`src/hdl/min_window_cover_search_macros.svh`:
```
// Assertion macros shared by the minimum window cover search modules.
`ifndef MIN_WINDOW_COVER_SEARCH_MACROS_SVH
`define MIN_WINDOW_COVER_SEARCH_MACROS_SVH
`ifndef SYNTHESIS
`define MWCS_ASSERT_IMP(lbl, ante, cons, msg) \
	lbl: assert property (@(posedge clk) disable iff (!arst_n) (ante) |-> (cons)) \
		else $error(msg);
`define MWCS_ASSERT_NXT(lbl, ante, cons, msg) \
	lbl: assert property (@(posedge clk) disable iff (!arst_n) (ante) |=> (cons)) \
		else $error(msg);
`else
`define MWCS_ASSERT_IMP(lbl, ante, cons, msg)
`define MWCS_ASSERT_NXT(lbl, ante, cons, msg)
`endif
`endif

```
`src/hdl/mwcs_pkg.sv`:
```
// Shared constants and types of the minimum window cover search.
`timescale 1ns / 1ps
package mwcs_pkg;

	localparam int MAX_TEXT_DEF    = 1024;
	localparam int MAX_PATTERN_DEF = 1024;
	localparam int ALPHABET_DEF    = 256;

	localparam int CH_W     = 8;
	localparam int START_W  = 10;
	localparam int LENGTH_W = 11;

	localparam logic CMD_PATTERN = 1'b0;
	localparam logic CMD_TEXT    = 1'b1;

	// Commands from the sequencer to the datapath.
	typedef struct packed {
		logic in_idle;
		logic accept_pat;
		logic accept_txt;
		logic upd_pat;
		logic upd_txt;
		logic shrink;
		logic emit;
	} mwcs_cmd_t;

	// Status from the datapath to the sequencer.
	typedef struct packed {
		logic pat_full;
		logic txt_full;
		logic can_shrink;
	} mwcs_sts_t;

endpackage

```
`src/hdl/mwcs_ctrl.sv`:
```
// Sequencer of the minimum window cover search.
`timescale 1ns / 1ps
`include "min_window_cover_search_macros.svh"
module mwcs_ctrl (
	input  logic                clk,
	input  logic                arst_n,
	input  logic                item_valid,
	output logic                item_ready,
	input  logic                item_cmd,
	input  logic                item_last,
	output logic                result_valid,
	input  logic                result_ready,
	output mwcs_pkg::mwcs_cmd_t ctl,
	input  mwcs_pkg::mwcs_sts_t sts
);

	localparam logic [2:0] ST_IDLE   = 3'd0;
	localparam logic [2:0] ST_PAT    = 3'd1;
	localparam logic [2:0] ST_TXT    = 3'd2;
	localparam logic [2:0] ST_CHK    = 3'd3;
	localparam logic [2:0] ST_SHRINK = 3'd4;
	localparam logic [2:0] ST_EMIT   = 3'd5;

	logic [2:0] state_q;
	logic [2:0] state_d;
	logic       last_q;
	logic       out_valid_q;
	logic       accept;
	logic       slot_free;

	assign item_ready   = (state_q == ST_IDLE);
	assign accept       = item_valid && item_ready;
	assign slot_free    = !out_valid_q || result_ready;
	assign result_valid = out_valid_q;

	always_comb begin
		ctl            = '0;
		ctl.in_idle    = (state_q == ST_IDLE);
		ctl.accept_pat = accept && (item_cmd == mwcs_pkg::CMD_PATTERN);
		ctl.accept_txt = accept && (item_cmd == mwcs_pkg::CMD_TEXT);
		ctl.upd_pat    = (state_q == ST_PAT);
		ctl.upd_txt    = (state_q == ST_TXT);
		ctl.shrink     = (state_q == ST_SHRINK);
		ctl.emit       = (state_q == ST_EMIT) && slot_free;
	end

	always_comb begin
		state_d = state_q;
		unique case (state_q)
			ST_IDLE: begin
				if (accept) begin
					if (item_cmd == mwcs_pkg::CMD_PATTERN) begin
						state_d = sts.pat_full ? ST_IDLE : ST_PAT;
					end else if (!sts.txt_full) begin
						state_d = ST_TXT;
					end else begin
						state_d = item_last ? ST_EMIT : ST_IDLE;
					end
				end
			end
			ST_PAT:    state_d = ST_IDLE;
			ST_TXT:    state_d = ST_CHK;
			ST_CHK: begin
				if (sts.can_shrink) begin
					state_d = ST_SHRINK;
				end else begin
					state_d = last_q ? ST_EMIT : ST_IDLE;
				end
			end
			ST_SHRINK: state_d = ST_CHK;
			ST_EMIT:   state_d = slot_free ? ST_IDLE : ST_EMIT;
			default:   state_d = ST_IDLE;
		endcase
	end

	always_ff @(posedge clk or negedge arst_n) begin
		if (!arst_n) begin
			state_q     <= ST_IDLE;
			last_q      <= 1'b0;
			out_valid_q <= 1'b0;
		end else begin
			state_q <= state_d;
			if (accept) begin
				last_q <= item_last;
			end
			if (ctl.emit) begin
				out_valid_q <= 1'b1;
			end else if (result_ready) begin
				out_valid_q <= 1'b0;
			end
		end
	end

	`MWCS_ASSERT_IMP(a_emit_slot_free, ctl.emit, !out_valid_q || result_ready, "result overwritten")
	`MWCS_ASSERT_IMP(a_shrink_checked, state_q == ST_SHRINK, $past(state_q) == ST_CHK && $past(sts.can_shrink), "shrink without check")
	`MWCS_ASSERT_NXT(a_text_then_check, state_q == ST_TXT, state_q == ST_CHK, "text update not followed by check")

endmodule

```
`config.mk`:
```
export PLATFORM = sky130hd
export DESIGN_NAME = mwcs_ctrl
export DESIGN_NICKNAME = d
export VERILOG_FILES = /design/src/hdl/mwcs_pkg.sv /design/src/hdl/mwcs_ctrl.sv
export VERILOG_INCLUDE_DIRS = /design/src /design/src/hdl
export SDC_FILE = /design/constraint.sdc
export NUM_CORES = 1
export LEC_CHECK = 0
export ABC_AREA = 1
export BUFFER_PORTS_ARGS = -buffer_cell sky130_fd_sc_hd__buf_2
export CORE_AREA = 8 8 45 47
export DETAILED_ROUTE_END_ITERATION = 8
export DIE_AREA = 0 0 53 55
export MAX_ROUTING_LAYER = met4
export PLACE_DENSITY_LB_ADDON = 0.12
export SLEW_MARGIN = 20
export SYNTH_ARGS = -nofsm -noshare
export SYNTH_HDL_FRONTEND = slang
export SYNTH_SLANG_ARGS = --single-unit
```
`constraint.sdc`:
```
create_clock -name clk -period 1.2 [get_ports clk]
set_input_delay 0.24 -clock clk [delete_from_list [all_inputs] [get_ports clk]]
set_output_delay 0.24 -clock clk [all_outputs]
set_load 0.02 [all_outputs]
```
* Yosys cells after proc, flatten, opt, wreduce, memory -nomap -nowiden *
Cells that the tools add are included.

storage, ports and cells
  register bits = 5
  bits of input ports = 9
  output and inout bits = 9

operators by class
  equality and inequality tests = 6
  multiplexer cells = 11
  bitwise logic cells = 1
  reduce and logical (&&, ||, !) cells = 9

operator list
  operator              count
  $mux W3               7
  $pmux W3 S4           1
  $eq A3 B2 Y1 const B  2
  $eq A3 B3 Y1 const B  2
  $logic_and A1 B1 Y1   4
  $eq A3 B1 Y1 const B  1
  $logic_not A3 Y1      1
  $mux W1               3
  $ne A2 B1 Y1 const B  1
  $reduce_bool A2 Y1    1
  $reduce_or A2 Y1      1
  $logic_not A1 Y1      1
  $logic_or A1 B1 Y1    1
  $not A1 Y1            1

* Depth between registers and ports, before layout *
  depth in word-level cells = 5
  gate-level depth with buffers = 7
  gate-level depth less buffers = 7

* Worst setup path before layout *
No wires, ideal clock.

  path type = reg2out
  from = register state_q[0]
  to = output port ctl[4] in the netlist's numbering
  arrival = 1.077 ns
  required time = 0.960 ns
  slack = -0.117 ns
  cell stages (with the launch flop) = 6
  path buffers = 0
  cell sequence = dfrtp_1 > nor2_2 > nand2_4 > clkinv_4 > nand2_2 > nor2_1

RTL lines
  element                 RTL line         text
  from (decl)             mwcs_ctrl.sv:24  logic [2:0] state_q;
  from (signal assigned)  mwcs_ctrl.sv:82  state_q <= state_d;
  to (decl)               mwcs_ctrl.sv:13  output mwcs_pkg::mwcs_cmd_t ctl,

==> results by group <==
Global route
  – All-Layer GR Usage: 7.01%
  – Vias in the first global route: 402
  – GRT overflow: 0
  – First-pass GRT wire length: 1.51 mm
  – Largest net degree at the start of global routing: 6
  – Initial antenna violation count: 0

Synthesis
  – Post-synthesis simple-gate area fraction: 44.9%
  – Avg Cell Area, Syn: 6.44 um^2
  – Post-synthesis mux area share: 0%
  – Top post-synthesis cells by area: dfrtp_1 35%, nor2_1 15%, nand2_1 11%, inv_1 8.5%, nand2_2 5.3%
  – Sequential area share after synthesis: 35.3%
  – Synth top area share: 35.3%
  – FF+latch count, synth: 5
  – Synth area leader: dfrtp_1
  – Syn. warnings: 0
  – Gate Count Post-Synth: 55
  – Syn nets: 64
  – Post-Synth XOR/XNOR Area: 0%
  – Largest family of logic cells by synthesized area: simple AND/OR/NAND/NOR gates
  – Netlist cell types: 14
  – Adder-Cell Fraction of Synth Area: 0%
  – Mapped Area: 354 um^2
  – Complex-gate fraction of the synthesized area: 5.65%

Routing
  – Per-cell routed wire length: 10.5 um
  – Pre-Repair DR Iteration Count: 3
  – Routed Antenna Nets: 0
  – DR iter-0 viols: 2
  – # DRC: 0
  – Vias per inst: 4.22
  – Vias after detailed routing: 439
  – WL final: 1.09 mm

Critical path
  – CP max FO: 4
  – Crit path DAT: 1.23 ns
  – R2R Path End: state_q[0]$_DFFE_PN0P_
  – Worst r2r src: state_q[2]$_DFFE_PN0P_
  – Worst Setup Start Kind: flop
  – R2r setup slk: -0.18 ns
  – Worst Path Required: 0.96 ns
  – CP endpoint kind: output port
  – Setup crit end: ctl[4]
  – Worst R2R Path Depth: 10
  – Start point of the critical path: state_q[0]$_DFFE_PN0P_
  – Critical path type: reg2out

STA
  – Final period util: 123%
  – Final Hold Vio Count: 0
  – Final Setup Violations: 12
  – Slew @ Worst Pin: 0.224 ns
  – Max Clk Rate: 678 MHz
  – Slew margin rel.: 84.9%
  – Skew final: 0.00681 ns
  – Worst Hold Margin: 0.216 ns
  – Final Slew Violations: 0
  – RSZ-0062 raised after global routing: true
  – Final setup margin: -0.274 ns
  – Fin crit period: 1.47 ns

Clock network
  – Clock transition at the registers of the reported paths: 0.05 ns
  – H-tree levels: 1
  – Clock sinks: 5
  – CTS Root Cell: clkbuf_4
  – Clk Latency, worst-skew pair: 0.24 ns
  – TritonCTS Buffers: 3
  – CTS tree: done
  – CTS Buffer Depth: 2

Floorplanning
  – # IOs: 18
  – Cell Rows: 14
  – Core footprint: 1380 um^2
  – Die ar.: 2920 um^2
  – DIE HEIGHT: 55 um
  – Initial Util: 25.6%
  – Die X: 53 um

Outcome
  – Failing checks: setup timing
  – Status: finished, violations left

Cells and area
  – Layout Nets: 98
  – Layout cells sized above 1: 56.8%
  – ANT cells: 0
  – Synth-to-Final Area Change: 90.1%
  – Final core occ: 48.6%

Hold path
  – Hold Path Class: in2reg
  – HP Start: result_ready

Power and ir drop
  – Peak VDD IR: 1.08 mV
  – P_leak: 0.368 nW
  – Design Power: 1.59 mW
  – PwrDens: 2370 nW/um^2

Place
  – Routability congestion estimate: 0.749
  – Pre-CTS setup slack: -0.0463 ns
  – DP Wirelength: 749 um
  – IO buf count: 17

Flow run
  – Max Cap Violations: 0
## synth_stat cells
cell	instances
a21oi_1	2
buf_4	1
clkinv_4	1
dfrtp_1	5
inv_1	8
inv_2	1
nand2_1	10
nand2_2	3
nand2_4	1
nand3_1	3
nor2_1	14
nor2_2	3
nor3_1	1
o21ai_0	2
## cell type report
class,count,area (um^2)
clock buffer,4,26.3
fill,141,711
inverter,10,42.5
multi-input combinational,39,235
sequential,5,128
tap,16,20.0
timing repair buffer,30,221
## layer usage
metal	GRT usage, %	part of all wire [%]	wire (um)
met5	-	0	0
met4	2.59	0.55	6
met3	2.67	5.6	61
met2	12.1	59	638
met1	7.06	35	380
## registers in the layout, summed over array words and instances, names as in the netlist
register      cells
last_q            1
result_valid      1
state_q           3
## worst max-delay path, cell delays in order, from the launching register on
cell	delay, ns
dfrtp_2	0.43
nor2_4	0.14
nand2_4	0.07
clkinv_4	0.07
nand2_8	0.06
nor2_4	0.09
buf_6	0.13
## power breakdown
group | internal [mW] | switching [mW] | total [mW]
logic | 0.555 | 0.557 | 1.11
clock network | 0.126 | 0.0677 | 0.193
registers | 0.229 | 0.0579 | 0.287
total | 0.910 | 0.682 | 1.59
## worst min-delay path by stage
stage          cells past startpoint  slack [ns]                        to
6_report                           2        0.22  result_valid$_DFFE_PN0P_
5_1_grt                            2        0.25  result_valid$_DFFE_PN0P_
3_5_place_dp                       1        0.06  result_valid$_DFFE_PN0P_
3_3_place_gp                       1        0.06  result_valid$_DFFE_PN0P_
2_1_floorplan                      0       -0.06        last_q$_DFFE_PN0P_
4_1_cts                            2        0.22  result_valid$_DFFE_PN0P_
## cells in the final DEF, fill, tap and decap left out, types with 3 or more instances in the layout
| cell | n |
|---|---|
| buf_2 | 10 |
| buf_4 | 14 |
| buf_6 | 5 |
| clkbuf_4 | 3 |
| dfrtp_1 | 3 |
| inv_1 | 7 |
| nand2_1 | 8 |
| nand2_2 | 3 |
| nor2_1 | 11 |
| nor2_4 | 4 |
## kinds of logic after synthesis
family                 Yosys count
and+or+nand+nor                 35
AOI/OAI and AO/OA                4
buffers and inverters           11
DFF                              5
## repair_timing
item                                   in CTS  in global routing
pin swaps                                   4                  5
resized for setup                          14                 12
endpoints found under the hold margin       5                  0
buffers inserted                            4                  3
hold buffers                                1                  0
setup endpoints to repair                   8                 12
## through the flow
stage                     TNS (ns)  area, um^2  std cells
after floorplan            -0.0792         359         55
after global placement     -0.0297         494         92
after detailed placement   -0.0863         494         92
after CTS                    -1.90         607        101
after global routing         -2.80         673        104
final                        -2.05         673        104
(Power assumes the default switching activity.)
